===== src/rtl/core/bbot_pkg.sv =====
// ----------------------------------------------------------------------------
// bbot_pkg
// Shared types and constants of the Buddhabrot orbit tracer.
// ----------------------------------------------------------------------------
package bbot_pkg;

  localparam int FRAC_BITS_DEF  = 28;
  localparam int TRACE_MAX_DEF  = 63;
  localparam int COORD_BITS_DEF = 12;

  localparam int CFG_DW      = 64;
  localparam int CFG_AW      = 6;
  localparam int QUEUE_DEPTH = 2;
  localparam int PIX_W       = 20;
  localparam int BAND_W      = 6;

  // register indexes (byte address = 8 * index)
  localparam logic [2:0] REG_MAX_ITER   = 3'd0;
  localparam logic [2:0] REG_MIN_ITER   = 3'd1;
  localparam logic [2:0] REG_BANDS      = 3'd2;
  localparam logic [2:0] REG_VIEW_LEFT  = 3'd3;
  localparam logic [2:0] REG_VIEW_TOP   = 3'd4;
  localparam logic [2:0] REG_X_PPU      = 3'd5;
  localparam logic [2:0] REG_Y_PPU      = 3'd6;
  localparam logic [2:0] REG_IMAGE_SIZE = 3'd7;

  localparam logic [15:0] MAX_ITER_RST   = 16'd50000;
  localparam logic [15:0] MIN_ITER_RST   = 16'd10000;
  localparam logic [35:0] BANDS_RST      = 36'd21659648642;
  localparam logic [31:0] VIEW_LEFT_RST  = 32'hE000_0000;
  localparam logic [31:0] VIEW_TOP_RST   = 32'hF000_0000;
  localparam logic [31:0] X_PPU_RST      = 32'd6553600;
  localparam logic [31:0] Y_PPU_RST      = 32'd6553600;
  localparam logic [23:0] IMAGE_SIZE_RST = 24'd819500;

  typedef struct packed {
    logic signed [31:0] point_real;
    logic signed [31:0] point_imag;
  } in_item_t;

  typedef struct packed {
    logic [PIX_W-1:0] pixel_x;
    logic [PIX_W-1:0] pixel_y;
    logic [PIX_W-1:0] pixel_y_mirror;
    logic             draw;
    logic             red_hit;
    logic             green_hit;
    logic             blue_hit;
    logic             last;
  } out_item_t;

  typedef struct packed {
    logic signed [31:0] cr;
    logic signed [31:0] ci;
    logic               reject;
  } job_t;

  typedef struct packed {
    logic [15:0]        max_iter;
    logic [15:0]        min_iter;
    logic [35:0]        bands;
    logic signed [31:0] view_left;
    logic signed [31:0] view_top;
    logic [31:0]        x_ppu;
    logic [31:0]        y_ppu;
    logic [23:0]        image_size;
  } cfg_t;

endpackage


===== src/rtl/core/bbot_mul.sv =====
// ----------------------------------------------------------------------------
// bbot_mul
// Unsigned W x W multiplier, four half-width partial products accumulated in turn.
// ----------------------------------------------------------------------------
module bbot_mul import bbot_pkg::*; #(
  parameter int W = FRAC_BITS_DEF + 12
) (
  input  logic           clk,
  input  logic           rst_n,
  input  logic           start,
  input  logic [W-1:0]   a,
  input  logic [W-1:0]   b,
  output logic           done,
  output logic [2*W-1:0] prod
);

  localparam int H = (W + 1) / 2;

  logic [W-1:0]   a_r, b_r;
  logic [2*W-1:0] acc_r;
  logic [1:0]     ph_r;
  logic           run_r, done_r;
  logic [H-1:0]   opa, opb;
  logic [2*H-1:0] pp;
  logic [2*W-1:0] term;

  always_comb begin
    opa  = ph_r[1] ? H'(a_r >> H) : a_r[H-1:0];
    opb  = ph_r[0] ? H'(b_r >> H) : b_r[H-1:0];
    pp   = opa * opb;
    case (ph_r)
      2'd0:    term = (2*W)'(pp);
      2'd3:    term = (2*W)'(pp) << (2 * H);
      default: term = (2*W)'(pp) << H;
    endcase
  end

  always_ff @(posedge clk) begin
    if (!rst_n) begin
      run_r  <= 1'b0;
      done_r <= 1'b0;
      ph_r   <= 2'd0;
    end else begin
      done_r <= run_r && (ph_r == 2'd3);
      if (start) begin
        run_r <= 1'b1;
        ph_r  <= 2'd0;
      end else if (run_r) begin
        ph_r <= ph_r + 2'd1;
        if (ph_r == 2'd3) run_r <= 1'b0;
      end
    end
  end

  always_ff @(posedge clk) begin
    if (start) begin
      a_r   <= a;
      b_r   <= b;
      acc_r <= '0;
    end else if (run_r) begin
      acc_r <= acc_r + term;
    end
  end

  assign done = done_r;
  assign prod = acc_r;

endmodule


===== src/rtl/core/bbot_front.sv =====
// ----------------------------------------------------------------------------
// bbot_front
// Takes a sample point and runs the cardioid and period-2 bulb test.
// ----------------------------------------------------------------------------
module bbot_front import bbot_pkg::*; #(
  parameter int FRAC_BITS = FRAC_BITS_DEF
) (
  input  logic     clk,
  input  logic     rst_n,
  input  logic     push,
  input  in_item_t in_data,
  output logic     full,
  output logic     job_valid,
  input  logic     job_ready,
  output job_t     job
);

  localparam int W  = FRAC_BITS + 12;
  localparam int ZW = FRAC_BITS + 11;

  localparam logic [W-1:0] K108 = W'(((64'd108 << FRAC_BITS) + 64'd50) / 64'd100);
  localparam logic [W-1:0] K06  = W'(((64'd6 << FRAC_BITS) + 64'd50) / 64'd100);
  localparam logic [W-1:0] K417 = W'(((64'd417 << FRAC_BITS) + 64'd500) / 64'd1000);
  localparam logic signed [W:0] K42 = (W+1)'(((64'd42 << FRAC_BITS) + 64'd50) / 64'd100);
  localparam logic signed [W:0] K15 = (W+1)'(((64'd15 << FRAC_BITS) + 64'd50) / 64'd100);
  localparam logic signed [W:0] ONE = (W+1)'(64'd1 << FRAC_BITS);
  localparam logic [ZW-1:0] ZLIM = '1;

  localparam logic [1:0] F_IDLE = 2'd0;
  localparam logic [1:0] F_MUL  = 2'd1;
  localparam logic [1:0] F_PUSH = 2'd2;

  localparam logic [1:0] OP_T2   = 2'd0;
  localparam logic [1:0] OP_CI2  = 2'd1;
  localparam logic [1:0] OP_C2R  = 2'd2;
  localparam logic [1:0] OP_C2R2 = 2'd3;

  logic [1:0]         st_r, op_r;
  logic               iss_r, rej_r;
  logic signed [31:0] cr_r, ci_r;
  logic [ZW-1:0]      sq_t_r, sq_i_r;
  logic signed [W:0]  c2r_r;

  logic signed [W:0]  t_s, ci_s, cr_s, sat_s;
  logic [W-1:0]       t_m, ci_m, cr_m, c2r_m, ma, mb;
  logic               mul_start, mul_done;
  logic [2*W-1:0]     mul_prod;
  logic [2*W-1:0]     q;
  logic [ZW-1:0]      sat;

  always_comb begin
    cr_s  = (W+1)'(cr_r);
    ci_s  = (W+1)'(ci_r);
    t_s   = cr_s + ONE;
    t_m   = t_s[W] ? W'(-t_s) : W'(t_s);
    ci_m  = ci_s[W] ? W'(-ci_s) : W'(ci_s);
    cr_m  = cr_s[W] ? W'(-cr_s) : W'(cr_s);
    c2r_m = c2r_r[W] ? W'(-c2r_r) : W'(c2r_r);
    case (op_r)
      OP_T2:   begin ma = t_m;   mb = t_m;   end
      OP_CI2:  begin ma = ci_m;  mb = ci_m;  end
      OP_C2R:  begin ma = K108;  mb = cr_m;  end
      default: begin ma = c2r_m; mb = c2r_m; end
    endcase
    q     = mul_prod >> FRAC_BITS;
    sat   = (q > (2*W)'(ZLIM)) ? ZLIM : ZW'(q);
    sat_s = $signed({1'b0, sat});
  end

  assign mul_start = (st_r == F_MUL) && !iss_r;

  bbot_mul #(.W(W)) u_mul (
    .clk   (clk),
    .rst_n (rst_n),
    .start (mul_start),
    .a     (ma),
    .b     (mb),
    .done  (mul_done),
    .prod  (mul_prod)
  );

  always_ff @(posedge clk) begin
    if (!rst_n) begin
      st_r  <= F_IDLE;
      op_r  <= OP_T2;
      iss_r <= 1'b0;
    end else begin
      case (st_r)
        F_IDLE: begin
          if (push) begin
            st_r  <= F_MUL;
            op_r  <= OP_T2;
            iss_r <= 1'b0;
          end
        end
        F_MUL: begin
          if (mul_start) iss_r <= 1'b1;
          if (mul_done) begin
            iss_r <= 1'b0;
            op_r  <= op_r + 2'd1;
            if (op_r == OP_C2R2) st_r <= F_PUSH;
          end
        end
        F_PUSH: begin
          if (job_ready) st_r <= F_IDLE;
        end
        default: st_r <= F_IDLE;
      endcase
    end
  end

  always_ff @(posedge clk) begin
    if (st_r == F_IDLE && push) begin
      cr_r <= in_data.point_real;
      ci_r <= in_data.point_imag;
    end
    if (mul_done) begin
      case (op_r)
        OP_T2:  sq_t_r <= sat;
        OP_CI2: sq_i_r <= sat;
        OP_C2R: c2r_r  <= (cr_r < 0 ? -sat_s : sat_s) + K15;
        default: begin
          rej_r <= (({1'b0, sq_t_r} + {1'b0, sq_i_r}) < K06) ||
                   ((c2r_r < K42) && (({1'b0, sat} + {1'b0, sq_i_r}) < K417));
        end
      endcase
    end
  end

  assign full      = (st_r != F_IDLE);
  assign job_valid = (st_r == F_PUSH);
  assign job       = '{cr: cr_r, ci: ci_r, reject: rej_r};

endmodule


===== config.mk =====
export PLATFORM = sky130hd
export DESIGN_NAME = bbot_front
export DESIGN_NICKNAME = d
export VERILOG_FILES = /design/src/rtl/core/bbot_pkg.sv /design/src/rtl/core/bbot_mul.sv /design/src/rtl/core/bbot_front.sv
export SDC_FILE = /design/constraint.sdc
export NUM_CORES = 2
export LEC_CHECK = 0
export BUFFER_PORTS_ARGS = -buffer_cell sky130_fd_sc_hd__buf_2
export CORE_MARGIN = 3
export CORE_UTILIZATION = 55
export DETAILED_ROUTE_END_ITERATION = 16
export PLACE_DENSITY = 0.72
export SETUP_SLACK_MARGIN = 0.02
export SYNTH_ARGS = -nofsm -noshare
export SYNTH_HDL_FRONTEND = slang
export SYNTH_HIERARCHICAL = 1
export SYNTH_SLANG_ARGS = --single-unit

===== constraint.sdc =====
create_clock -name clk -period 22.6 [get_ports clk]
set_input_delay 0 -clock clk [delete_from_list [all_inputs] [get_ports clk]]
set_output_delay 0 -clock clk [all_outputs]
set_load 0.005 [all_outputs]

==> flow_summary.json <==
{
  "hold_viol": 0,
  "gr-usage-all-layers": 0.3315,
  "routed_wl_um": 131800,
  "grt_pass1_vias": 35400,
  "finalSetupViolations": 0,
  "firstDrtPassIters": 7,
  "tritoncts": "built",
  "synth_flop_cell": "edfxtp_1",
  "path_delay_family": "adder cells",
  "crit_buf_inv": 5,
  "critPathLaunchType": "flip-flop",
  "via_count": 36820,
  "post-route-period-util": 0.5435,
  "areaGrowthSynthToFinish_pct": 8.772,
  "clk_pin_slew_ns": 0.06,
  "syn_inst": 4792,
  "ios": 135,
  "routedWlPerCell_um": 22.43,
  "worst_pin_slew_ns": 1.282,
  "fin_tns_setup_ns": 0,
  "crit_arrival_ns": 12.81,
  "place_congestion": 1.020,
  "vias_per_cell": 6.267,
  "synth.distinct_cells": 90,
  "drv_cap": 0,
  "grt_pass1_wl_um": 205200,
  "end_kind": "flip-flop",
  "core_mm2": 0.07482,
  "yosysWarnings": 6,
  "grt_max_degree": 82,
  "rsz0062_at_grt": "no",
  "slew_headroom": 0.1286,
  "cp_max_fo": 27,
  "numCtsBuffers": 43,
  "ys_seq_elements": 353,
  "drtIter0Drc": 3963,
  "critPathMostFrequentCell": "fa_1",
  "synth_xor_area_frac": 0.06741,
  "maxSlewViolCount": 0,
  "syn_nets": 5507,
  "h-tree-depth": 2,
  "synth-edff-count": 264,
  "num_rows": 100,
  "root_buffer": "clkbuf_16",
  "fmax_ghz": 0.08141,
  "synth_top_area_cell": "edfxtp_1",
  "grt-ovfl-total": 0,
  "die_h_um": 281.4,
  "synth-adder-area-share": 0.2523,
  "synth_compound_area_frac": 0.1680,
  "hpwl_um": 102600,
  "final_nets": 5584,
  "netlist_area_mm2": 0.04170,
  "finalCriticalPeriod_ns": 12.28,
  "synth_top_family_by_area": "adder cells",
  "cts.path.max_buffers": 3,
  "yosysMostFrequentCell": "nor2_1",
  "insertion_delay_ns": 0.61,
  "ys_top_cells_by_count": "nor2_1 (508), nand2_1 (455), inv_1 (453)",
  "synthMuxAreaShare": 0.03639,
  "clkSinkCount": 353,
  "antenna_found_initial": 0,
  "cpMaxStageDelayCell": "mux2i_1",
  "drc": 0,
  "slowest_delay_ns": 1.02,
  "place.port_buffers": 134,
  "synth-simple-area-share": 0.1816,
  "drive_gt1_frac": 0.07586,
  "ant_nets": 0,
  "synthArstFlopShare": 0,
  "synth_area_per_cell_um2": 8.703,
  "synth_top_area_frac": 0.1901,
  "clock_skew_ns": 0.03283,
  "ys_seq_area_frac": 0.2328,
  "post-cts-setup-buffers": 0,
  "synth.area.top_cells": "edfxtp_1 (19%), fa_1 (16%), ha_1 (9.7%), nor2_1 (4.6%), dfxtp_1 (4.3%)",
  "hp-class": "input pin to flip-flop",
  "status": "complete, no violations",
  "die_w_um": 281.4,
  "crit_required_ns": 23.13,
  "fp.dieArea_mm2": 0.07917,
  "initial_core_util": 0.5574,
  "critical_path_class": "flip-flop to flip-flop"
}
==> metrics by stage <==
| step | instance area [um2] | worst slack, ns | instances | utilization | hold WS [ns] |
|---|---|---|---|---|---|
| 6_report | 45360 | 10.32 | 5875 | 0.6063 | 0.1105 |
| 5_1_grt | 45360 | 9.765 | 5873 | 0.6062 | 0.09016 |
| 4_1_cts | 45360 | 10.44 | 5873 | 0.6062 | 0.07155 |
| 3_5_place_dp | 43230 | 10.52 | 5725 | 0.5778 | 0.1781 |
| 3_3_place_gp | 43210 | 10.66 | 5724 | 0.5776 | 0.1762 |
| 2_1_floorplan | 41710 | 11.66 | 4792 | - | 0.09887 |
==> path summary, 6_finish.rpt <==
check                               from                          end  slack (ns)  cells after the start
min reg2reg  u_mul/prod[12]$_SDFFE_PP0P_  u_mul/prod[12]$_SDFFE_PP0P_        0.50                      2
max reg2reg   u_mul/ph_r[1]$_SDFFE_PP0P_  u_mul/prod[77]$_SDFFE_PP0P_       10.32                     36
min                           in_data[1]            ci_r[1]$_DFFE_PP_        0.11                      2
max           u_mul/ph_r[1]$_SDFFE_PP0P_  u_mul/prod[77]$_SDFFE_PP0P_       10.32                     36
==> logic make-up after synthesis <==
family          after synthesis
xor+xnor                    321
buf+inv                     683
simple gates               1585
mux                         147
fa+ha+maj                   647
flops                       353
compound gates             1056
==> cell type report <==
type / count / area [um2]
inverters: 453 / 1700
well taps: 969 / 1212
fillers: 6604 / 29460
clock inverters: 27 / 315.3
flip-flops and latches: 353 / 9716
repair buffers: 262 / 1805
diodes: 2 / 5.005
multi-input cells: 3756 / 29480
clock buffers: 53 / 1134
==> placed cells by master (no fill, tap or decap), types with 23 or more instances in the layout <==
cell and instances:
dlygate4sd3_1 68, fa_1 323, or4_1 25, inv_1 453, nor2b_1 27, mux2i_1 104, a21oi_1 268, nor2_1 506
o31ai_1 37, a221oi_1 34, o21ai_0 208, xnor2_1 193, a31oi_1 30, a211oi_1 33, mux2_2 36, buf_2 134
nor3_1 70, a21o_1 129, clkbuf_16 43, ha_1 323, or2_2 25, nand4_1 70, and2_1 73, xor2_1 128
nor4_1 39, buf_4 59, or3_1 47, o21bai_1 42, dfxtp_1 86, a22o_1 35, edfxtp_1 264, and3_1 30
nand3_1 60, o211ai_1 23, o21a_1 33, nand2b_1 74, nand2_1 455
==> state kept, by name, summed over array words and instances, names as in the netlist <==
| register | flops |
|---|---|
| ci_r | 32 |
| u_mul/a_r | 40 |
| iss_r | 1 |
| u_mul/b_r | 40 |
| op_r | 2 |
| sq_i_r | 39 |
| u_mul/ph_r | 2 |
| sq_t_r | 39 |
| rej_r | 1 |
| u_mul/run_r | 1 |
| u_mul/prod | 80 |
| u_mul/done | 1 |
| st_r | 2 |
| cr_r | 32 |
| c2r_r | 41 |
==> worst register-to-register path: cells and delay by family (launching register included) <==
family | cells | cell delay (ns)
AOI/OAI and AO/OA | 16 | 4.39
xor gates and xnor gates | 1 | 0.15
adders and majority gates | 9 | 4.50
buffers and inverters | 5 | 0.66
DFF | 1 | 0.58
muxes | 1 | 1.03
and+or+nand+nor | 4 | 0.91
==> metal layers <==
metal  vias up  routed length (um)  share of wire  GRT usage
li1      16880                   -              -          -
met5         -                   0              0          0
met1     17830               55140           0.42     0.4531
met2      1759               58600           0.44     0.5189
met3       355               11870          0.090    0.06459
met4         0                6153          0.047     0.1363
==> timing repair <==
action / 4_1_cts / 5_1_grt
hold buffers: 68 / 0
endpoints found under the hold margin: 73 / 0
gates resized for setup: 0 / 0
Power is not shown: default switching activity piles up to over one toggle a cycle in this logic, so the estimate is an artifact.
