### config.mk
export PLATFORM = sky130hd
export DESIGN_NAME = bbot_engine
export DESIGN_NICKNAME = d
export VERILOG_FILES = /design/src/rtl/core/bbot_pkg.sv /design/src/rtl/core/bbot_mul.sv /design/src/rtl/core/bbot_engine.sv
export SDC_FILE = /design/constraint.sdc
export NUM_CORES = 2
export LEC_CHECK = 0
export BUFFER_PORTS_ARGS = -buffer_cell sky130_fd_sc_hd__buf_2
export CAP_MARGIN = 25
export CORE_UTILIZATION = 30
export DETAILED_ROUTE_END_ITERATION = 7
export PLACE_DENSITY_LB_ADDON = 0.25
export SKIP_CTS_REPAIR_TIMING = 1
export SYNTH_ARGS = -nofsm -noshare
export SYNTH_HDL_FRONTEND = slang
export SYNTH_HIERARCHICAL = 1
export SYNTH_SLANG_ARGS = --single-unit
### constraint.sdc
create_clock -name clk -period 27.7 [get_ports clk]
set_clock_uncertainty 0.05 [all_clocks]
set_input_delay 2.77 -clock clk [delete_from_list [all_inputs] [get_ports clk]]
set_output_delay 2.77 -clock clk [all_outputs]
set_load 0.01 [all_outputs]
### src/rtl/core/bbot_pkg.sv
// ----------------------------------------------------------------------------
// bbot_pkg
// Shared types and constants of the Buddhabrot orbit tracer.
// ----------------------------------------------------------------------------
package bbot_pkg;

  localparam int FRAC_BITS_DEF  = 28;
  localparam int TRACE_MAX_DEF  = 63;
  localparam int COORD_BITS_DEF = 12;

  localparam int CFG_DW      = 64;
  localparam int CFG_AW      = 6;
  localparam int QUEUE_DEPTH = 2;
  localparam int PIX_W       = 20;
  localparam int BAND_W      = 6;

  // register indexes (byte address = 8 * index)
  localparam logic [2:0] REG_MAX_ITER   = 3'd0;
  localparam logic [2:0] REG_MIN_ITER   = 3'd1;
  localparam logic [2:0] REG_BANDS      = 3'd2;
  localparam logic [2:0] REG_VIEW_LEFT  = 3'd3;
  localparam logic [2:0] REG_VIEW_TOP   = 3'd4;
  localparam logic [2:0] REG_X_PPU      = 3'd5;
  localparam logic [2:0] REG_Y_PPU      = 3'd6;
  localparam logic [2:0] REG_IMAGE_SIZE = 3'd7;

  localparam logic [15:0] MAX_ITER_RST   = 16'd50000;
  localparam logic [15:0] MIN_ITER_RST   = 16'd10000;
  localparam logic [35:0] BANDS_RST      = 36'd21659648642;
  localparam logic [31:0] VIEW_LEFT_RST  = 32'hE000_0000;
  localparam logic [31:0] VIEW_TOP_RST   = 32'hF000_0000;
  localparam logic [31:0] X_PPU_RST      = 32'd6553600;
  localparam logic [31:0] Y_PPU_RST      = 32'd6553600;
  localparam logic [23:0] IMAGE_SIZE_RST = 24'd819500;

  typedef struct packed {
    logic signed [31:0] point_real;
    logic signed [31:0] point_imag;
  } in_item_t;

  typedef struct packed {
    logic [PIX_W-1:0] pixel_x;
    logic [PIX_W-1:0] pixel_y;
    logic [PIX_W-1:0] pixel_y_mirror;
    logic             draw;
    logic             red_hit;
    logic             green_hit;
    logic             blue_hit;
    logic             last;
  } out_item_t;

  typedef struct packed {
    logic signed [31:0] cr;
    logic signed [31:0] ci;
    logic               reject;
  } job_t;

  typedef struct packed {
    logic [15:0]        max_iter;
    logic [15:0]        min_iter;
    logic [35:0]        bands;
    logic signed [31:0] view_left;
    logic signed [31:0] view_top;
    logic [31:0]        x_ppu;
    logic [31:0]        y_ppu;
    logic [23:0]        image_size;
  } cfg_t;

endpackage

### src/rtl/core/bbot_mul.sv
// ----------------------------------------------------------------------------
// bbot_mul
// Unsigned W x W multiplier, four half-width partial products accumulated in turn.
// ----------------------------------------------------------------------------
module bbot_mul import bbot_pkg::*; #(
  parameter int W = FRAC_BITS_DEF + 12
) (
  input  logic           clk,
  input  logic           rst_n,
  input  logic           start,
  input  logic [W-1:0]   a,
  input  logic [W-1:0]   b,
  output logic           done,
  output logic [2*W-1:0] prod
);

  localparam int H = (W + 1) / 2;

  logic [W-1:0]   a_r, b_r;
  logic [2*W-1:0] acc_r;
  logic [1:0]     ph_r;
  logic           run_r, done_r;
  logic [H-1:0]   opa, opb;
  logic [2*H-1:0] pp;
  logic [2*W-1:0] term;

  always_comb begin
    opa  = ph_r[1] ? H'(a_r >> H) : a_r[H-1:0];
    opb  = ph_r[0] ? H'(b_r >> H) : b_r[H-1:0];
    pp   = opa * opb;
    case (ph_r)
      2'd0:    term = (2*W)'(pp);
      2'd3:    term = (2*W)'(pp) << (2 * H);
      default: term = (2*W)'(pp) << H;
    endcase
  end

  always_ff @(posedge clk) begin
    if (!rst_n) begin
      run_r  <= 1'b0;
      done_r <= 1'b0;
      ph_r   <= 2'd0;
    end else begin
      done_r <= run_r && (ph_r == 2'd3);
      if (start) begin
        run_r <= 1'b1;
        ph_r  <= 2'd0;
      end else if (run_r) begin
        ph_r <= ph_r + 2'd1;
        if (ph_r == 2'd3) run_r <= 1'b0;
      end
    end
  end

  always_ff @(posedge clk) begin
    if (start) begin
      a_r   <= a;
      b_r   <= b;
      acc_r <= '0;
    end else if (run_r) begin
      acc_r <= acc_r + term;
    end
  end

  assign done = done_r;
  assign prod = acc_r;

endmodule

### src/rtl/core/bbot_engine.sv
// ----------------------------------------------------------------------------
// bbot_engine
// Escape iteration and orbit trace of accepted points, one result at a time.
// ----------------------------------------------------------------------------
module bbot_engine import bbot_pkg::*; #(
  parameter int FRAC_BITS  = FRAC_BITS_DEF,
  parameter int TRACE_MAX  = TRACE_MAX_DEF,
  parameter int COORD_BITS = COORD_BITS_DEF
) (
  input  logic      clk,
  input  logic      rst_n,
  input  cfg_t      cfg,
  input  logic      job_valid,
  output logic      job_ready,
  input  job_t      job,
  output logic      res_valid,
  input  logic      res_ready,
  output out_item_t res
);

  localparam int W    = FRAC_BITS + 12;
  localparam int ZW   = FRAC_BITS + 11;
  localparam int PW   = FRAC_BITS + 16;
  localparam int PIXB = (COORD_BITS + 8 > PIX_W) ? PIX_W : COORD_BITS + 8;

  localparam logic [W-1:0]  FOUR   = W'(64'd4 << FRAC_BITS);
  localparam logic [ZW-1:0] ZLIM   = '1;
  localparam logic signed [W+1:0] ZLIM_S = $signed({3'b000, ZLIM});
  localparam logic [PW-1:0] PIXMAX = (PW'(1) << PIXB) - PW'(1);

  localparam logic [1:0] E_IDLE  = 2'd0;
  localparam logic [1:0] E_MUL   = 2'd1;
  localparam logic [1:0] E_CHECK = 2'd2;
  localparam logic [1:0] E_EMIT  = 2'd3;

  localparam logic [2:0] OP_SQR   = 3'd0;
  localparam logic [2:0] OP_SQI   = 3'd1;
  localparam logic [2:0] OP_CROSS = 3'd2;
  localparam logic [2:0] OP_PIXX  = 3'd3;
  localparam logic [2:0] OP_PIXY  = 3'd4;
  localparam logic [2:0] OP_PIXM  = 3'd5;

  logic [1:0]          st_r;
  logic [2:0]          op_r;
  logic                iss_r, trace_r, fresh_r, rej_r, last_r;
  logic signed [31:0]  cr_r, ci_r;
  logic signed [W-1:0] zr_r, zi_r;
  logic [ZW-1:0]       a_r, b_r;
  logic [16:0]         n_r;
  logic [BAND_W-1:0]   i_r;
  logic [PIX_W-1:0]    px_r, py_r, pm_r;
  logic                okx_r, oky_r, okm_r;

  logic signed [W:0]   dx, dy, dm, dsel;
  logic [W-1:0]        zr_m, zi_m, d_m, ma, mb;
  logic [31:0]         ppu;
  logic [11:0]         size;
  logic                mul_start, mul_done;
  logic [2*W-1:0]      mul_prod, q;
  logic [ZW-1:0]       sat;
  logic signed [W+1:0] sat_s, p_s, re_sum, im_sum;
  logic signed [W-1:0] re_cl, im_cl;
  logic [PW-1:0]       pmag, plim;
  logic                pneg, pok;
  logic [PIX_W-1:0]    pval;
  logic [W-1:0]        norm_now, norm_new;
  logic                n_ok, cont, in_range, done_now;
  logic [BAND_W-1:0]   hi0, hi1, hi2, top01, top;

  function automatic logic signed [W-1:0] clampz(input logic signed [W+1:0] x);
    if (x > ZLIM_S) return W'(ZLIM_S);
    if (x < -ZLIM_S) return W'(-ZLIM_S);
    return W'(x);
  endfunction

  function automatic logic in_band(input logic [BAND_W-1:0] i, input logic [11:0] lim);
    return (i >= lim[5:0]) && (i <= lim[11:6]);
  endfunction

  always_comb begin
    zr_m = zr_r[W-1] ? W'(-zr_r) : W'(zr_r);
    zi_m = zi_r[W-1] ? W'(-zi_r) : W'(zi_r);
    dx   = (W+1)'(zr_r) - (W+1)'(cfg.view_left);
    dy   = (W+1)'(zi_r) - (W+1)'(cfg.view_top);
    dm   = -(W+1)'(zi_r) - (W+1)'(cfg.view_top);
    case (op_r)
      OP_PIXX: begin dsel = dx; ppu = cfg.x_ppu; size = cfg.image_size[11:0];  end
      OP_PIXY: begin dsel = dy; ppu = cfg.y_ppu; size = cfg.image_size[23:12]; end
      default: begin dsel = dm; ppu = cfg.y_ppu; size = cfg.image_size[23:12]; end
    endcase
    d_m = dsel[W] ? W'(-dsel) : W'(dsel);
    case (op_r)
      OP_SQR:   begin ma = zr_m; mb = zr_m; end
      OP_SQI:   begin ma = zi_m; mb = zi_m; end
      OP_CROSS: begin ma = zr_m; mb = zi_m; end
      default:  begin ma = d_m;  mb = W'(ppu); end
    endcase

    // z products: truncate and saturate
    q     = mul_prod >> FRAC_BITS;
    sat   = (q > (2*W)'(ZLIM)) ? ZLIM : ZW'(q);
    sat_s = $signed({3'b000, sat});
    p_s   = (zr_r[W-1] != zi_r[W-1]) ? -sat_s : sat_s;
    re_sum = $signed({3'b000, a_r}) - $signed({3'b000, b_r}) + (W+2)'(cr_r);
    im_sum = (p_s <<< 1) + (W+2)'(ci_r);
    re_cl  = clampz(re_sum);
    im_cl  = clampz(im_sum);

    // pixel position: negative offsets clamp to 0 and, unless the scale is zero, are out of view
    pmag = PW'(mul_prod >> (FRAC_BITS + 8));
    plim = PW'({size - 12'd1, 8'h00});
    pneg = dsel[W] && (ppu != '0);
    pok  = !pneg && (size >= 12'd2) && (pmag < plim);
    pval = pneg ? '0 : ((pmag > PIXMAX) ? PIX_W'(PIXMAX) : PIX_W'(pmag));

    norm_now = {1'b0, a_r} + {1'b0, b_r};
    norm_new = {1'b0, a_r} + {1'b0, sat};
    n_ok     = (n_r <= {1'b0, cfg.max_iter});
    cont     = n_ok && (norm_now < FOUR);
    in_range = n_ok && (n_r >= {1'b0, cfg.min_iter});

    hi0   = cfg.bands[11:6];
    hi1   = cfg.bands[23:18];
    hi2   = cfg.bands[35:30];
    top01 = (hi1 > hi0) ? hi1 : hi0;
    top   = (hi2 > top01) ? hi2 : top01;
    if (top > BAND_W'(TRACE_MAX)) top = BAND_W'(TRACE_MAX);
    done_now = (norm_new >= FOUR) || (i_r == top);
  end

  assign mul_start = (st_r == E_MUL) && !iss_r;

  bbot_mul #(.W(W)) u_mul (
    .clk   (clk),
    .rst_n (rst_n),
    .start (mul_start),
    .a     (ma),
    .b     (mb),
    .done  (mul_done),
    .prod  (mul_prod)
  );

  always_ff @(posedge clk) begin
    if (!rst_n) begin
      st_r    <= E_IDLE;
      op_r    <= OP_SQR;
      iss_r   <= 1'b0;
      trace_r <= 1'b0;
      fresh_r <= 1'b0;
      rej_r   <= 1'b0;
    end else begin
      case (st_r)
        E_IDLE: begin
          if (job_valid) begin
            trace_r <= 1'b0;
            iss_r   <= 1'b0;
            op_r    <= OP_SQR;
            rej_r   <= job.reject;
            st_r    <= job.reject ? E_EMIT : E_MUL;
          end
        end
        E_MUL: begin
          if (mul_start) iss_r <= 1'b1;
          if (mul_done) begin
            iss_r <= 1'b0;
            case (op_r)
              OP_SQR:   op_r <= OP_SQI;
              OP_SQI: begin
                if (!trace_r) begin
                  st_r <= E_CHECK;
                end else if (fresh_r) begin
                  fresh_r <= 1'b0;
                  op_r    <= OP_PIXX;
                end else begin
                  st_r <= E_EMIT;
                end
              end
              OP_CROSS: op_r <= OP_SQR;
              OP_PIXX:  op_r <= OP_PIXY;
              OP_PIXY:  op_r <= OP_PIXM;
              default:  op_r <= OP_CROSS;
            endcase
          end
        end
        E_CHECK: begin
          if (cont) begin
            op_r <= OP_CROSS;
            st_r <= E_MUL;
          end else if (in_range) begin
            trace_r <= 1'b1;
            fresh_r <= 1'b1;
            op_r    <= OP_SQR;
            st_r    <= E_MUL;
          end else begin
            rej_r <= 1'b1;
            st_r  <= E_EMIT;
          end
        end
        E_EMIT: begin
          if (res_ready) begin
            if (rej_r || last_r) begin
              st_r <= E_IDLE;
            end else begin
              op_r <= OP_PIXX;
              st_r <= E_MUL;
            end
          end
        end
        default: st_r <= E_IDLE;
      endcase
    end
  end

  always_ff @(posedge clk) begin
    if (st_r == E_IDLE && job_valid) begin
      cr_r <= job.cr;
      ci_r <= job.ci;
      zr_r <= W'(job.cr);
      zi_r <= W'(job.ci);
      n_r  <= '0;
    end
    if (st_r == E_CHECK && !cont) begin
      // restart the orbit from c for the trace
      zr_r <= W'(cr_r);
      zi_r <= W'(ci_r);
      i_r  <= '0;
    end
    if (st_r == E_EMIT && res_ready) i_r <= i_r + BAND_W'(1);
    if (mul_done) begin
      case (op_r)
        OP_SQR: a_r <= sat;
        OP_SQI: begin
          b_r <= sat;
          if (trace_r && !fresh_r) last_r <= done_now;
        end
        OP_CROSS: begin
          zr_r <= re_cl;
          zi_r <= im_cl;
          n_r  <= n_r + 17'd1;
        end
        OP_PIXX: begin px_r <= pval; okx_r <= pok; end
        OP_PIXY: begin py_r <= pval; oky_r <= pok; end
        default: begin pm_r <= pval; okm_r <= pok; end
      endcase
    end
  end

  always_comb begin
    res = '0;
    res.last = 1'b1;
    if (!rej_r) begin
      res.pixel_x        = px_r;
      res.pixel_y        = py_r;
      res.pixel_y_mirror = pm_r;
      res.draw           = okx_r && oky_r && okm_r;
      res.red_hit        = in_band(i_r, cfg.bands[11:0]);
      res.green_hit      = in_band(i_r, cfg.bands[23:12]);
      res.blue_hit       = in_band(i_r, cfg.bands[35:24]);
      res.last           = last_r;
    end
  end

  assign job_ready = (st_r == E_IDLE);
  assign res_valid = (st_r == E_EMIT);

endmodule

==> results.yml <==
global_route:
  antenna_found_initial: 36
  grt.overflow.total: 0
  grt_max_degree: 80
  track_usage: 0.2655
  grt_pass1_wl_mm: 422.5
  grt_pass1_vias: 59595
routing:
  via_per_inst: 5.608
  routed_wl_mm: 297.0
  vias: 61776
  drc_errors: 0
  ant_nets: 0
  drtIter0Drc: 6171
  dr.pass1.iters: 6
  wl_per_cell_um: 26.96
synthesis:
  synthMostInstantiatedCell: "nor2_1"
  synth-seq-cells: 482
  synthesis.nets: 9240
  synth.avg_cell_area_um2: 8.165
  synth.area.top_cells: "edfxtp_1 14%, ha_1 13%, fa_1 10%, dfxtp_1 5.9%, nor2_1 4.9%"
  synthCells: 7933
  seq_area_frac_synth: 0.1941
  ys.flop_type: "edfxtp_1"
  synth_edf_count: 292
  async_flop_share: 0
  ys_top_cells_by_count: "844 x nor2_1, 785 x inv_1, 690 x ha_1"
  synth_area_um2: 64770
  synth.distinct_cells: 127
  yosysTopAreaCell: "edfxtp_1"
  synth_top_area_frac: 0.1354
  yosysWarnings: 6
final_layout:
  fillers: 22558
  drive_gt1_frac: 0.1006
  syn_to_final_growth_pct: 11.02
  multiInputGateArea_um2: 48030
  final-seq-area_um2: 12590
  postLayoutCellArea_um2: 71910
  nets: 9414
critical_path:
  crit_type: "register to register"
  critPathMostFrequentCell: "fa_1"
  regToRegSetupSlack_ps: 15960
  critPathMaxStageDelay_ps: 950
  worstPathMaxFanout: 25
  critical_path_arrival_ps: 12240
  end_kind: "register"
  r2r_start: "u_mul/ph_r[1]"
  worst_r2r_path_depth: 36
  r2r-end: "u_mul/prod[78]"
  worstPathRequired_ps: 28210
  crit_slowest_cell: "mux2i_1"
  start_kind: "register"
floorplan:
  dieArea_um2: 217800
  rows: 170
  pin_count: 356
  initial_core_util: 0.3018
  core_area_um2: 214600
  die_w_um: 466.7
  die_h_um: 466.7
clock_network:
  cts_max_level: 3
  cts_tree: "yes"
  cts_buffer_depth: 3
  cts-root-buf: "clkbuf_16"
  insertion_delay_ps: 710
  cts_buffers: 67
  clock-sinks: 482
  clk_pin_slew_worst_paths_ps: 60
hold_path:
  hp-start: "u_mul/prod[73]"
  hp-class: "register to register"
  whs_path_depth: 2
  hold_end: "u_mul/prod[73]"
sta:
  hold_viol_final: 0
  max_freq_mhz: 85.19
  final-setup-viol-count: 0
  relSlewSlack: 0.1798
  rsz0062_at_grt: "false"
  worst_pin_slew_ps: 1222
  slew_violations: 0
  period_needed_ps: 11740
  fin_tns_setup_ps: 0
  period_share: 0.4238
placed_design:
  postPlaceCellArea_um2: 69550
  hpwl_mm: 244.1
  port_buffers: 355
  gp_congestion: 1.075
run_status:
  status: "finished, final reports clean"
job:
  drv_cap: 0
[kinds of logic after synthesis]
kind of cell             share of synthesized area
AO/OA/AOI/OAI                               0.2172
flip-flops                                  0.1941
multiplexers                               0.03827
adder cells (fa/ha/maj)                     0.2347
XOR/XNOR                                   0.06004
buffers and inverters                      0.06699
AND/OR/NAND/NOR                             0.1888
[flip-flops by register name, indices dropped and copies added (netlist names), 2 cells and up]
register and flops:
px_r 20, st_r 2, py_r 20, u_mul/a_r 40, cr_r 32, ci_r 32, n_r 17, op_r 3
a_r 39, pm_r 20, b_r 39, u_mul/ph_r 2, u_mul/b_r 40, zr_r 40, zi_r 40, i_r 6
u_mul/prod 80
[layout make-up]
cell class                      count  share of cell area
Clock inverter                     35            0.006507
Antenna cell                       19           0.0006612
Clock buffer                       85             0.02526
Timing Repair Buffer              443             0.03402
Multi-Input combinational cell   6323              0.6679
Tap cell                         2838             0.04938
Inverter                          790             0.04127
Sequential cell                   482              0.1750
[through the flow]
stage,cells,utilization,hold slack [ps],setup slack [ps]
2_1_floorplan,7933,-,392.5,17440
3_3_place_gp,10870,0.3239,411.7,16050
3_5_place_dp,10874,0.3241,419.2,16080
4_1_cts,10994,0.3347,426.7,16050
5_1_grt,11008,0.3350,453.9,15220
6_report,11015,0.3351,426.1,15960
[critical path: cells and delay by family, from the launching register on]
kind / cells / cell delay [ps]
adder cells (fa/ha/maj): 9 / 4470
AO/OA/AOI/OAI: 14 / 3490
AND/OR/NAND/NOR: 5 / 970
multiplexers: 1 / 950
buffers and inverters: 5 / 710
flip-flops: 1 / 610
XOR/XNOR: 2 / 340
[worst max-delay path by stage]
stage	from	to	slack (ps)	cells after the start
3_5_place_dp	u_mul/ph_r[1]	u_mul/prod[78]	16080	36
4_1_cts	u_mul/ph_r[1]	u_mul/prod[76]	16050	36
6_report	u_mul/ph_r[1]	u_mul/prod[78]	15960	36
2_1_floorplan	u_mul/ph_r[0]	u_mul/prod[77]	17440	38
3_3_place_gp	u_mul/ph_r[1]	u_mul/prod[78]	16050	36
5_1_grt	u_mul/ph_r[1]	u_mul/prod[76]	15220	36
[layout by cell type (no fill, tap or decap), types with 67 or more instances in the layout]
cell       Yosys  routed
o21bai_1      77      77
o31ai_1       70      69
nand3_1      134     132
clkbuf_16      0      69
inv_1        785     785
nor3_1       117     117
buf_4          8      83
edfxtp_1     292     292
ha_1         690     690
a21o_1       203     203
mux2i_1      179     170
nand2_1      641     640
nand4_1      105     105
dfxtp_1      190     183
xor2_1       142     141
buf_2         45     358
nand2b_1      93      92
nor2b_1      148     147
o21a_1        79      79
fa_1         328     328
and2_1        68      67
xnor2_1      302     302
a211oi_1      91      91
a31oi_1       77      76
nor2_1       844     837
o21ai_0      364     363
a21oi_1      568     567
[routing by layer]
| metal | share of wire | global-route usage |
|---|---|---|
| met1 | 0.44 | 0.3578 |
| met2 | 0.45 | 0.4198 |
| met4 | 0.043 | 0.1068 |
| met3 | 0.069 | 0.04353 |
| met5 | 0.00014 | 0 |
Power is not shown: default switching activity piles up to over one toggle a cycle in this logic, so the estimate is an artifact.
