<file path="config.mk">
export PLATFORM = sky130hd
export DESIGN_NAME = bbot_fifo
export DESIGN_NICKNAME = d
export VERILOG_FILES = /design/src/rtl/core/bbot_pkg.sv /design/src/rtl/core/bbot_fifo.sv
export SDC_FILE = /design/constraint.sdc
export NUM_CORES = 1
export LEC_CHECK = 0
export ABC_CLOCK_PERIOD_IN_PS = 5700
export BUFFER_PORTS_ARGS = -buffer_cell sky130_fd_sc_hd__buf_4
export CAP_MARGIN = 20
export CORE_UTILIZATION = 55
export CTS_CLUSTER_DIAMETER = 40
export CTS_CLUSTER_SIZE = 24
export DETAILED_ROUTE_END_ITERATION = 10
export MAX_ROUTING_LAYER = met4
export PLACE_DENSITY = 0.83
export SYNTH_ARGS = -nofsm -noshare
export SYNTH_HDL_FRONTEND = slang
export SYNTH_SLANG_ARGS = --single-unit
</file>
<file path="constraint.sdc">
create_clock -name clk -period 5.7 [get_ports clk]
set_input_delay 0 -clock clk [delete_from_list [all_inputs] [get_ports clk]]
set_output_delay 0 -clock clk [all_outputs]
set_load 0.05 [all_outputs]
</file>
<file path="src/rtl/core/bbot_pkg.sv">
// ----------------------------------------------------------------------------
// bbot_pkg
// Shared types and constants of the Buddhabrot orbit tracer.
// ----------------------------------------------------------------------------
package bbot_pkg;

  localparam int FRAC_BITS_DEF  = 28;
  localparam int TRACE_MAX_DEF  = 63;
  localparam int COORD_BITS_DEF = 12;

  localparam int CFG_DW      = 64;
  localparam int CFG_AW      = 6;
  localparam int QUEUE_DEPTH = 2;
  localparam int PIX_W       = 20;
  localparam int BAND_W      = 6;

  // register indexes (byte address = 8 * index)
  localparam logic [2:0] REG_MAX_ITER   = 3'd0;
  localparam logic [2:0] REG_MIN_ITER   = 3'd1;
  localparam logic [2:0] REG_BANDS      = 3'd2;
  localparam logic [2:0] REG_VIEW_LEFT  = 3'd3;
  localparam logic [2:0] REG_VIEW_TOP   = 3'd4;
  localparam logic [2:0] REG_X_PPU      = 3'd5;
  localparam logic [2:0] REG_Y_PPU      = 3'd6;
  localparam logic [2:0] REG_IMAGE_SIZE = 3'd7;

  localparam logic [15:0] MAX_ITER_RST   = 16'd50000;
  localparam logic [15:0] MIN_ITER_RST   = 16'd10000;
  localparam logic [35:0] BANDS_RST      = 36'd21659648642;
  localparam logic [31:0] VIEW_LEFT_RST  = 32'hE000_0000;
  localparam logic [31:0] VIEW_TOP_RST   = 32'hF000_0000;
  localparam logic [31:0] X_PPU_RST      = 32'd6553600;
  localparam logic [31:0] Y_PPU_RST      = 32'd6553600;
  localparam logic [23:0] IMAGE_SIZE_RST = 24'd819500;

  typedef struct packed {
    logic signed [31:0] point_real;
    logic signed [31:0] point_imag;
  } in_item_t;

  typedef struct packed {
    logic [PIX_W-1:0] pixel_x;
    logic [PIX_W-1:0] pixel_y;
    logic [PIX_W-1:0] pixel_y_mirror;
    logic             draw;
    logic             red_hit;
    logic             green_hit;
    logic             blue_hit;
    logic             last;
  } out_item_t;

  typedef struct packed {
    logic signed [31:0] cr;
    logic signed [31:0] ci;
    logic               reject;
  } job_t;

  typedef struct packed {
    logic [15:0]        max_iter;
    logic [15:0]        min_iter;
    logic [35:0]        bands;
    logic signed [31:0] view_left;
    logic signed [31:0] view_top;
    logic [31:0]        x_ppu;
    logic [31:0]        y_ppu;
    logic [23:0]        image_size;
  } cfg_t;

endpackage

</file>
<file path="src/rtl/core/bbot_fifo.sv">
// ----------------------------------------------------------------------------
// bbot_fifo
// Short job queue between the classifier and the orbit engine.
// ----------------------------------------------------------------------------
module bbot_fifo import bbot_pkg::*; #(
  parameter int DEPTH = QUEUE_DEPTH
) (
  input  logic clk,
  input  logic rst_n,
  input  logic wr_valid,
  output logic wr_ready,
  input  job_t wr_data,
  output logic rd_valid,
  input  logic rd_ready,
  output job_t rd_data
);

  localparam int PW = (DEPTH > 1) ? $clog2(DEPTH) : 1;
  localparam int CW = $clog2(DEPTH + 1);

  job_t          mem [DEPTH];
  logic [PW-1:0] wp_r, rp_r;
  logic [CW-1:0] cnt_r;
  logic          wr_en, rd_en;

  assign wr_ready = (cnt_r != CW'(DEPTH));
  assign rd_valid = (cnt_r != '0);
  assign wr_en    = wr_valid && wr_ready;
  assign rd_en    = rd_valid && rd_ready;
  assign rd_data  = mem[rp_r];

  always_ff @(posedge clk) begin
    if (wr_en) mem[wp_r] <= wr_data;
  end

  always_ff @(posedge clk) begin
    if (!rst_n) begin
      wp_r  <= '0;
      rp_r  <= '0;
      cnt_r <= '0;
    end else begin
      if (wr_en) wp_r <= (wp_r == PW'(DEPTH - 1)) ? '0 : wp_r + PW'(1);
      if (rd_en) rp_r <= (rp_r == PW'(DEPTH - 1)) ? '0 : rp_r + PW'(1);
      if (wr_en && !rd_en) cnt_r <= cnt_r + CW'(1);
      else if (rd_en && !wr_en) cnt_r <= cnt_r - CW'(1);
    end
  end

endmodule

</file>
==> results of run 1 <==
[metrics by stage]
step	cells	instance area, um2	hold WS, ps
after global placement	465	6052	184.8
after floorplan	226	4926	98.87
after CTS	565	7302	199.7
final	565	7302	224.2
after detailed placement	465	6052	187.9
after global routing	565	7302	189.7
[flip-flops by register name, indices dropped and copies added (netlist names), named ones only]
signal	cells
rp_r	1
cnt_r	2
wp_r	1
mem	130
[cells in the mapped netlist]
cell      instances  area, um2
nand2b_4          1      13.76
a21bo_2           1      10.01
edfxtp_1        130       3904
o21ai_1           1      5.000
dfxtp_1           5      100.1
buf_2             2      10.01
buf_4             5      37.54
xnor2_1           2      17.52
a21boi_0          1      7.510
or3_1             1      6.260
ha_1              1      12.51
and2_1            4      25.02
inv_1             1      3.750
mux2_2           65      732.0
o21ai_0           1      5.000
xor2_1            1      8.760
nand3b_1          1      7.510
a21boi_1          1      7.510
and3_1            1      6.260
or2_2             1      6.260
[critical path: stages, from the launching register on]
cell and delay, ps:
dfxtp_2 730, buf_4 600, mux2_2 420, buf_4 190
[layer usage]
| layer | vias up | wire [um] | part of all wire (%) | track usage [%] |
|---|---|---|---|---|
| met5 | - | 0 | 0 | - |
| met2 | 118 | 6038 | 55 | 42.90 |
| met3 | 6 | 622 | 5.7 | 7.298 |
| met4 | 0 | 94 | 0.86 | 7.922 |
| met1 | 1446 | 4180 | 38 | 28.80 |
| li1 | 1334 | - | - | - |
[cells by family after synthesis]
family	share of synthesized area, %
DFF	81.28
muxes	14.86
and+or+nand+nor	1.321
buffers and inverters	1.041
AOI/OAI and AO/OA	0.7111
xor gates and xnor gates	0.5335
adders and majority gates	0.2540
[power groups by stage]
stage	clock network, W	registers, W	logic, W
global placement	0	0.00131	0.00118
finish	0.00104	0.00131	0.00125
detailed placement	0	0.00132	0.00119
CTS	0.00104	0.00130	0.00124
floorplan	0	0.00129	0.000895
global route	0.00110	0.00132	0.00129
[placed cells by master, fill, tap and decap left out]
cell type and instances:
bufinv_16 2, and3_2 1, a21bo_2 1, inv_2 1, o21ai_0 1, clkinvlp_4 7
or2_2 1, and2_1 4, or3_1 1, xnor2_1 2, buf_4 138, o21ai_1 1
xor2_1 1, clkbuf_16 16, nand2b_4 1, mux2_2 65, inv_6 2, a21boi_1 1
clkinv_1 2, ha_1 1, a21boi_0 1, nand3b_1 1, edfxtp_1 130, clkbuf_8 1
clkinv_4 2, dfxtp_2 1, dfxtp_1 4, dlygate4sd3_1 68
[cell type report]
type,count,area share (%)
flip-flops and latches,135,54.85
multi-input cells,83,11.94
repair buffers,206,23.51
inverters,1,0.05141
well taps,108,1.851
clock inverters,15,2.125
clock buffers,17,5.672
[path summary, 6_finish.rpt]
path | startpoint | to | slack [ps] | cells past startpoint
setup reg to reg | cnt_r[0]$_SDFFE_PN0P_ | mem[0][30]$_DFFE_PP_ | 3500 | 4
hold reg to reg | wp_r$_SDFFE_PN0P_ | wp_r$_SDFFE_PN0P_ | 630 | 2
hold / removal | wr_data[18] | mem[1][18]$_DFFE_PP_ | 220 | 2
setup / recovery | register | rd_data[7] | 3240 | 3
==> impl_metrics.env, run 1 <==
export IMPL_cts_sinks=135
export IMPL_via_per_inst=5.140
export IMPL_core_area_um2=8678
export IMPL_finalSetupViolCount=0
export IMPL_p_sw_w=0.001298
export IMPL_fin_ws_ps=3240
export IMPL_final_util_pct=84.14
export IMPL_max_freq_ghz=0.4065
export IMPL_critPathKind="register to primary output"
export IMPL_slew_headroom_pct=50.39
export IMPL_fin_crit_ps=2460
export IMPL_rsz0062_at_grt="no"
export IMPL_post_cts_setup_buffer_count=0
export IMPL_status="completed"
export IMPL_first_pass_iters=5
export IMPL_synth_nets=296
export IMPL_drt_wl_total_um=10940
export IMPL_finalSetupTns_ps=0
export IMPL_via_count=2904
export IMPL_ioPinCount=136
export IMPL_fp_row_count=34
export IMPL_min_path_type="input port to register"
export IMPL_finalHoldViolations=0
export IMPL_die_y_um=96.64
export IMPL_grt_first_pass_wirelength_um=16700
export IMPL_clock_latency_ps=510
export IMPL_place_ws_ps=3557
export IMPL_diodes=0
export IMPL_required_ps=5700
export IMPL_h_tree_depth=4
export IMPL_ys_warn_count=0
export IMPL_cap_violations=0
export IMPL_grtUsageTotal_pct=25.17
export IMPL_timing_final_crit_share_pct=43.16
export IMPL_antenna_found_initial=0
export IMPL_crit_arrival_ps=2460
export IMPL_fill_cells=396
export IMPL_ys_ff_latch=135
export IMPL_grt_pass1_vias=3134
export IMPL_total_power_w=0.003599
export IMPL_ir_drop_mv=0.3252
export IMPL_overflow=0
export IMPL_area_delta_synth_final_pct=48.23
export IMPL_multi_input_area_um2=872.1
export IMPL_swShare_pct=36.06
export IMPL_cp_start_kind="register"
export IMPL_routedWlPerCell_um=19.36
export IMPL_seq_area_um2=4005
export IMPL_holdBufCountCts=68
export IMPL_clockBufferDepth=2
export IMPL_worstMarginPinSlew_ps=744.1
export IMPL_antenna_left=0
export IMPL_yosysSeqAreaShare_pct=81.28
export IMPL_cts_buffers=17
export IMPL_hpwl_um=5394
export IMPL_design_die_area_um2=9338
export IMPL_final_nets=514
export IMPL_gp_congestion=0.7165
export IMPL_clock_power_share_pct=29.0
export IMPL_remaining_drc_errors=0
export IMPL_die_x_um=96.64
export IMPL_synth_cells=226
export IMPL_p_comb_share_pct=34.7
export IMPL_drive_gt1_share_pct=52.30
export IMPL_cp_end_kind="primary output"
export IMPL_start_util_pct=56.76
export IMPL_cts_resized=0
export IMPL_timing_final_max_slew_violations=0
export IMPL_worstPathMaxFanout=43
export IMPL_finalClockSkew_ps=8.900
export IMPL_cts_tree="built"
export IMPL_syn_cell_area_um2=4926
export IMPL_port_buffers=135
export IMPL_intPower_w=0.002301
export IMPL_synth_cell_types=20
export IMPL_p_per_area_nw_per_um2=492.9
export IMPL_grt_max_degree=54
export IMPL_power_leakage_nw=2.756
export IMPL_seqPwrFrac_pct=36.3
export IMPL_syn_avg_cell_area_um2=21.80
export IMPL_drt_iter0_drc=171
export IMPL_path_clk_slew_ps=70
export IMPL_root_buffer="clkbuf_8"
No activity file was read; power rests on OpenSTA's default activity.
==> run 2: changes to the inputs <==
--- a/config.mk
+++ b/config.mk
@@ -5,15 +5,15 @@
 export SDC_FILE = /design/constraint.sdc
 export NUM_CORES = 1
 export LEC_CHECK = 0
-export ABC_CLOCK_PERIOD_IN_PS = 5700
+export ABC_CLOCK_PERIOD_IN_PS = 2050
 export BUFFER_PORTS_ARGS = -buffer_cell sky130_fd_sc_hd__buf_4
 export CAP_MARGIN = 20
-export CORE_UTILIZATION = 55
+export CORE_UTILIZATION = 47
 export CTS_CLUSTER_DIAMETER = 40
 export CTS_CLUSTER_SIZE = 24
 export DETAILED_ROUTE_END_ITERATION = 10
 export MAX_ROUTING_LAYER = met4
-export PLACE_DENSITY = 0.83
+export PLACE_DENSITY = 0.76
 export SYNTH_ARGS = -nofsm -noshare
 export SYNTH_HDL_FRONTEND = slang
 export SYNTH_SLANG_ARGS = --single-unit
==> constraint.sdc (replaced) <==
create_clock -name clk -period 2.05 [get_ports clk]
set_input_delay 0 -clock clk [delete_from_list [all_inputs] [get_ports clk]]
set_output_delay 0 -clock clk [all_outputs]
set_load 0.05 [all_outputs]
==> impl_metrics.env, run 2 (synthesis gave the netlist of run 1 again) <==
export IMPL_diodes=0
export IMPL_cts_tree="built"
export IMPL_die_y_um=104.4
export IMPL_finalSetupViolCount=0
export IMPL_via_count=2854
export IMPL_cts_buffers=17
export IMPL_largestRegisters="mem (130), cnt_r (2)"
export IMPL_clock_latency_ps=510
export IMPL_max_freq_ghz=0.5085
export IMPL_fp_row_count=37
export IMPL_core_area_um2=10230
export IMPL_final_nets=518
export IMPL_cap_violations=0
export IMPL_total_power_w=0.01032
export IMPL_final_cell_mix="136 x buf_4, 130 x edfxtp_1, 69 x dlygate4sd3_1"
export IMPL_critPathKind="register to primary output"
export IMPL_slew_headroom_pct=71.92
export IMPL_cts_sinks=135
export IMPL_largest_reg_flops=130
export IMPL_largest_register="mem"
export IMPL_drive_gt1_share_pct=52.71
export IMPL_clock_power_share_pct=30.6
export IMPL_root_buffer="clkbuf_8"
export IMPL_antenna_found_initial=0
export IMPL_p_sw_w=0.003468
export IMPL_grtUsageTotal_pct=18.74
export IMPL_die_x_um=104.4
export IMPL_layout_commonest_cell="buf_4"
export IMPL_routedWlPerCell_um=15.91
export IMPL_ir_drop_mv=0.8492
export IMPL_status="completed"
export IMPL_timing_final_crit_share_pct=95.92
export IMPL_ioPinCount=136
export IMPL_required_ps=2050
export IMPL_start_util_pct=48.15
export IMPL_intPower_w=0.006848
export IMPL_post_cts_setup_buffer_count=0
export IMPL_drt_wl_total_um=9501
export IMPL_finalClockSkew_ps=11.01
export IMPL_swShare_pct=33.62
export IMPL_min_path_type="input port to register"
export IMPL_fin_crit_ps=1966
export IMPL_p_per_area_nw_per_um2=1377
export IMPL_hpwl_um=5418
export IMPL_port_buffers=135
export IMPL_timing_final_max_slew_violations=0
export IMPL_finalHoldViolations=0
export IMPL_path_clk_slew_ps=60
export IMPL_dp_cells=496
export IMPL_clockBufferDepth=2
export IMPL_place_ws_ps=492.8
export IMPL_cp_start_kind="register"
export IMPL_holdWs_ps=215.6
export IMPL_overflow=0
export IMPL_fin_ws_ps=83.58
export IMPL_design_die_area_um2=10890
export IMPL_p_comb_share_pct=34.5
export IMPL_h_tree_depth=4
export IMPL_grt_first_pass_wirelength_um=14520
export IMPL_grt_max_degree=47
export IMPL_seqPwrFrac_pct=34.8
export IMPL_antenna_left=0
export IMPL_via_per_inst=4.781
export IMPL_gp_congestion=0.7065
export IMPL_first_pass_iters=4
export IMPL_crit_arrival_ps=1970
export IMPL_area_delta_synth_final_pct=52.12
export IMPL_worstPathMaxFanout=35
export IMPL_fin_cells=597
export IMPL_rsz0062_at_grt="no"
export IMPL_power_leakage_nw=2.830
export IMPL_grt_pass1_vias=3036
export IMPL_drt_iter0_drc=98
export IMPL_worstMarginPinSlew_ps=421.1
export IMPL_remaining_drc_errors=0
export IMPL_cp_end_kind="primary output"
[run 2: cell types whose count changed in the layout (fill, tap and decap cells not counted), sizes merged]
cell / delta
dlygate4sd3: +1
buf: +3
clkinvlp: -2
bufinv: +3
inv: -3
clkbuf: +2
[run 2: path summary, 6_finish.rpt]
kind | startpoint | endpoint | slack [ps] | cells after the start
hold / removal | wr_data[56] | mem[0][56]$_DFFE_PP_ | 220 | 2
setup reg to reg | cnt_r[1]$_SDFFE_PN0P_ | cnt_r[1]$_SDFFE_PN0P_ | 460 | 5
hold reg to reg | cnt_r[1]$_SDFFE_PN0P_ | cnt_r[1]$_SDFFE_PN0P_ | 560 | 2
setup / recovery | register | rd_data[1] | 80 | 3
[run 2: metal layers]
| layer | global-route usage, % | vias to the layer above | wire, um |
|---|---|---|---|
| met5 | - | - | 0 |
| met4 | 7.755 | 0 | 104 |
| met3 | 5.764 | 10 | 449 |
| met2 | 32.17 | 102 | 5214 |
| met1 | 20.08 | 1401 | 3733 |
| li1 | - | 1341 | - |
[run 2: worst max-delay path, cell delays in order (launching register included)]
cell	delay, ps
dfxtp_2	590
buf_12	280
mux2_2	370
buf_4	190
[run 2: power groups by stage]
stage          registers, W  logic [W]  clock network [W]
6_report            0.00359    0.00356            0.00316
5_1_grt             0.00363    0.00370            0.00334
4_1_cts             0.00359    0.00357            0.00323
3_5_place_dp        0.00365    0.00345                  0
3_3_place_gp        0.00362    0.00343                  0
2_1_floorplan       0.00358    0.00249                  0
[run 2: layout make-up]
| class | count | area, um2 |
|---|---|---|
| well taps | 136 | 170.2 |
| clock buffers | 19 | 421.7 |
| flip-flops and latches | 135 | 4006 |
| multi-input cells | 83 | 872.1 |
| fillers | 623 | 2738 |
| repair buffers | 210 | 1812 |
| inverters | 1 | 7.507 |
| clock inverters | 13 | 203.9 |
[run 2: metrics by stage]
step	TNS, ps	utilization [%]	area [um2]
6_report	0	73.24	7493
2_1_floorplan	-1334	-	4932
4_1_cts	0	73.24	7493
5_1_grt	0	73.24	7493
3_3_place_gp	0	60.38	6177
3_5_place_dp	0	60.38	6177
[run 2: repair_timing]
item	in CTS	in global routing
gates resized for setup	0	0
hold buffers	69	0
endpoints found under the setup margin	0	0
endpoints found under the hold margin	135	0
==> run 3: changes to the inputs <==
--- a/config.mk
+++ b/config.mk
@@ -5,15 +5,16 @@
 export SDC_FILE = /design/constraint.sdc
 export NUM_CORES = 1
 export LEC_CHECK = 0
-export ABC_CLOCK_PERIOD_IN_PS = 2050
+export ABC_CLOCK_PERIOD_IN_PS = 1690
 export BUFFER_PORTS_ARGS = -buffer_cell sky130_fd_sc_hd__buf_4
 export CAP_MARGIN = 20
+export CORE_ASPECT_RATIO = 1.2
 export CORE_UTILIZATION = 47
 export CTS_CLUSTER_DIAMETER = 40
 export CTS_CLUSTER_SIZE = 24
 export DETAILED_ROUTE_END_ITERATION = 10
 export MAX_ROUTING_LAYER = met4
-export PLACE_DENSITY = 0.76
+export PLACE_DENSITY_LB_ADDON = 0.15
 export SYNTH_ARGS = -nofsm -noshare
 export SYNTH_HDL_FRONTEND = slang
 export SYNTH_SLANG_ARGS = --single-unit
==> constraint.sdc (replaced) <==
create_clock -name clk -period 1.69 [get_ports clk]
set_input_delay 0 -clock clk [delete_from_list [all_inputs] [get_ports clk]]
set_output_delay 0 -clock clk [all_outputs]
set_load 0.05 [all_outputs]
==> impl_metrics.env, run 3 (synthesis gave the netlist of run 1 again) <==
export IMPL_finalSetupViolCount=0
export IMPL_final_cell_mix="136 x buf_4, 130 x edfxtp_1, 67 x dlygate4sd3_1"
export IMPL_timing_final_max_slew_violations=0
export IMPL_cpMaxStageDelayCell="dfxtp_1"
export IMPL_die_y_um=114.1
export IMPL_drt_iter0_drc=92
export IMPL_gp_congestion=0.7033
export IMPL_area_delta_synth_final_pct=51.21
export IMPL_largest_reg_flops=130
export IMPL_grt_max_degree=50
export IMPL_max_freq_ghz=0.6362
export IMPL_cts_buffers=17
export IMPL_crit_arrival_ps=1900
export IMPL_final_nets=517
export IMPL_start_util_pct=48.73
export IMPL_cts_sinks=135
export IMPL_largestRegisters="mem (130), cnt_r (2)"
export IMPL_drt_wl_total_um=9409
export IMPL_worstMarginPinSlew_ps=294.2
export IMPL_seqPwrFrac_pct=34.9
export IMPL_clockBufferDepth=2
export IMPL_swShare_pct=33.50
export IMPL_first_pass_iters=4
export IMPL_port_buffers=135
export IMPL_fin_cells=585
export IMPL_root_buffer="clkbuf_16"
export IMPL_overflow=0
export IMPL_grt_first_pass_wirelength_um=14330
export IMPL_dp_cells=487
export IMPL_cts_tree="built"
export IMPL_status="completed"
export IMPL_hpwl_um=5535
export IMPL_design_die_area_um2=10900
export IMPL_min_path_type="input port to register"
export IMPL_remaining_drc_errors=0
export IMPL_cts_resized=0
export IMPL_max_stage_delay_ps=420
export IMPL_slew_headroom_pct=80.35
export IMPL_worstPathMaxFanout=5
export IMPL_holdBufCountCts=67
export IMPL_via_count=2828
export IMPL_hold_depth=4
export IMPL_p_comb_share_pct=35.4
export IMPL_finalClockSkew_ps=6.650
export IMPL_post_cts_setup_buffer_count=0
export IMPL_antenna_found_initial=0
export IMPL_clock_latency_ps=400
export IMPL_intPower_w=0.008223
export IMPL_routedWlPerCell_um=16.08
export IMPL_antenna_left=0
export IMPL_power_leakage_nw=2.826
export IMPL_p_per_area_nw_per_um2=1660
export IMPL_via_per_inst=4.834
export IMPL_fin_ws_ps=118.3
export IMPL_cp_cell_sequence="nand2b_4 > and2_1 > ha_1 > or3_1 > a21boi_1"
export IMPL_rr_startpoint="cnt_r[1]$_SDFFE_PN0P_"
export IMPL_multi_input_area_um2=872.1
export IMPL_ioPinCount=136
export IMPL_critPathKind="register to register"
export IMPL_clock_power_share_pct=29.7
export IMPL_p_sw_w=0.004143
export IMPL_r2r_cells=5
export IMPL_cp_end_kind="register"
export IMPL_grt_pass1_vias=3024
export IMPL_place_ws_ps=115.0
export IMPL_ir_drop_mv=1.192
export IMPL_grtUsageTotal_pct=18.93
export IMPL_total_power_w=0.01237
export IMPL_fp_row_count=40
export IMPL_crit_buf_inv=0
export IMPL_path_clk_slew_ps=50
export IMPL_required_ps=2020
export IMPL_cp_start_kind="register"
export IMPL_rsz0062_at_grt="no"
export IMPL_cp_startpoint="cnt_r[1]$_SDFFE_PN0P_"
export IMPL_path_depth=5
export IMPL_fill_cells=631
export IMPL_drive_gt1_share_pct=52.51
export IMPL_layout_commonest_cell="buf_4"
export IMPL_largest_register="mem"
export IMPL_cp_top_family="simple AND/OR/NAND/NOR gates"
export IMPL_die_x_um=95.46
export IMPL_timing_final_crit_share_pct=93.00
export IMPL_finalHoldViolations=0
export IMPL_h_tree_depth=4
export IMPL_seq_area_um2=4006
export IMPL_hp_start="rd_ready"
export IMPL_fin_crit_ps=1572
export IMPL_cap_violations=0
export IMPL_diodes=0
export IMPL_core_area_um2=10110
## run 3: layout make-up
class / count / area share [%]
Inverter: 1 / 0.1008
Sequential cell: 135 / 53.79
Tap cell: 126 / 2.117
Timing Repair Buffer: 209 / 24.32
Clock buffer: 20 / 5.863
Clock inverter: 11 / 2.100
Multi-Input combinational cell: 83 / 11.71
## run 3: metal layers
metal | vias to the layer above | share of wire [%] | GRT usage [%]
li1 | 1340 | - | -
met1 | 1378 | 39 | 19.85
met2 | 99 | 54 | 32.71
met3 | 11 | 5.8 | 5.976
met4 | 0 | 1.5 | 7.562
met5 | - | 0 | -
## run 3: stage by stage
step	area (um2)	utilization, %	setup TNS, ps	hold slack [ps]
floorplan	4932	-	-39440	98.87
global placement	6185	61.18	0	184.4
detailed placement	6185	61.18	0	187.5
CTS	7448	73.68	0	101.5
global route	7448	73.68	0	121.2
finish	7448	73.68	0	120.8
## run 3: path summary, 6_finish.rpt
check / to / slack, ps
setup / recovery: cnt_r[1]$_SDFFE_PN0P_ / 120
hold reg to reg: cnt_r[1]$_SDFFE_PN0P_ / 580
hold / removal: rp_r$_SDFFE_PN0P_ / 120
setup reg to reg: cnt_r[1]$_SDFFE_PN0P_ / 120
## run 3: worst reg2reg max path: cells and delay by family (launching register included)
| kind | cells | cell delay (ps) |
|---|---|---|
| compound gates | 1 | 150 |
| simple gates | 3 | 610 |
| flops | 1 | 420 |
| fa+ha+maj | 1 | 330 |
## run 3: power groups by stage
stage | registers (W) | clock network (W) | logic, W
floorplan | 0.00434 | 0 | 0.00302
global placement | 0.00435 | 0 | 0.00425
detailed placement | 0.00438 | 0 | 0.00427
CTS | 0.00431 | 0.00374 | 0.00441
global route | 0.00436 | 0.00388 | 0.00458
finish | 0.00431 | 0.00368 | 0.00437
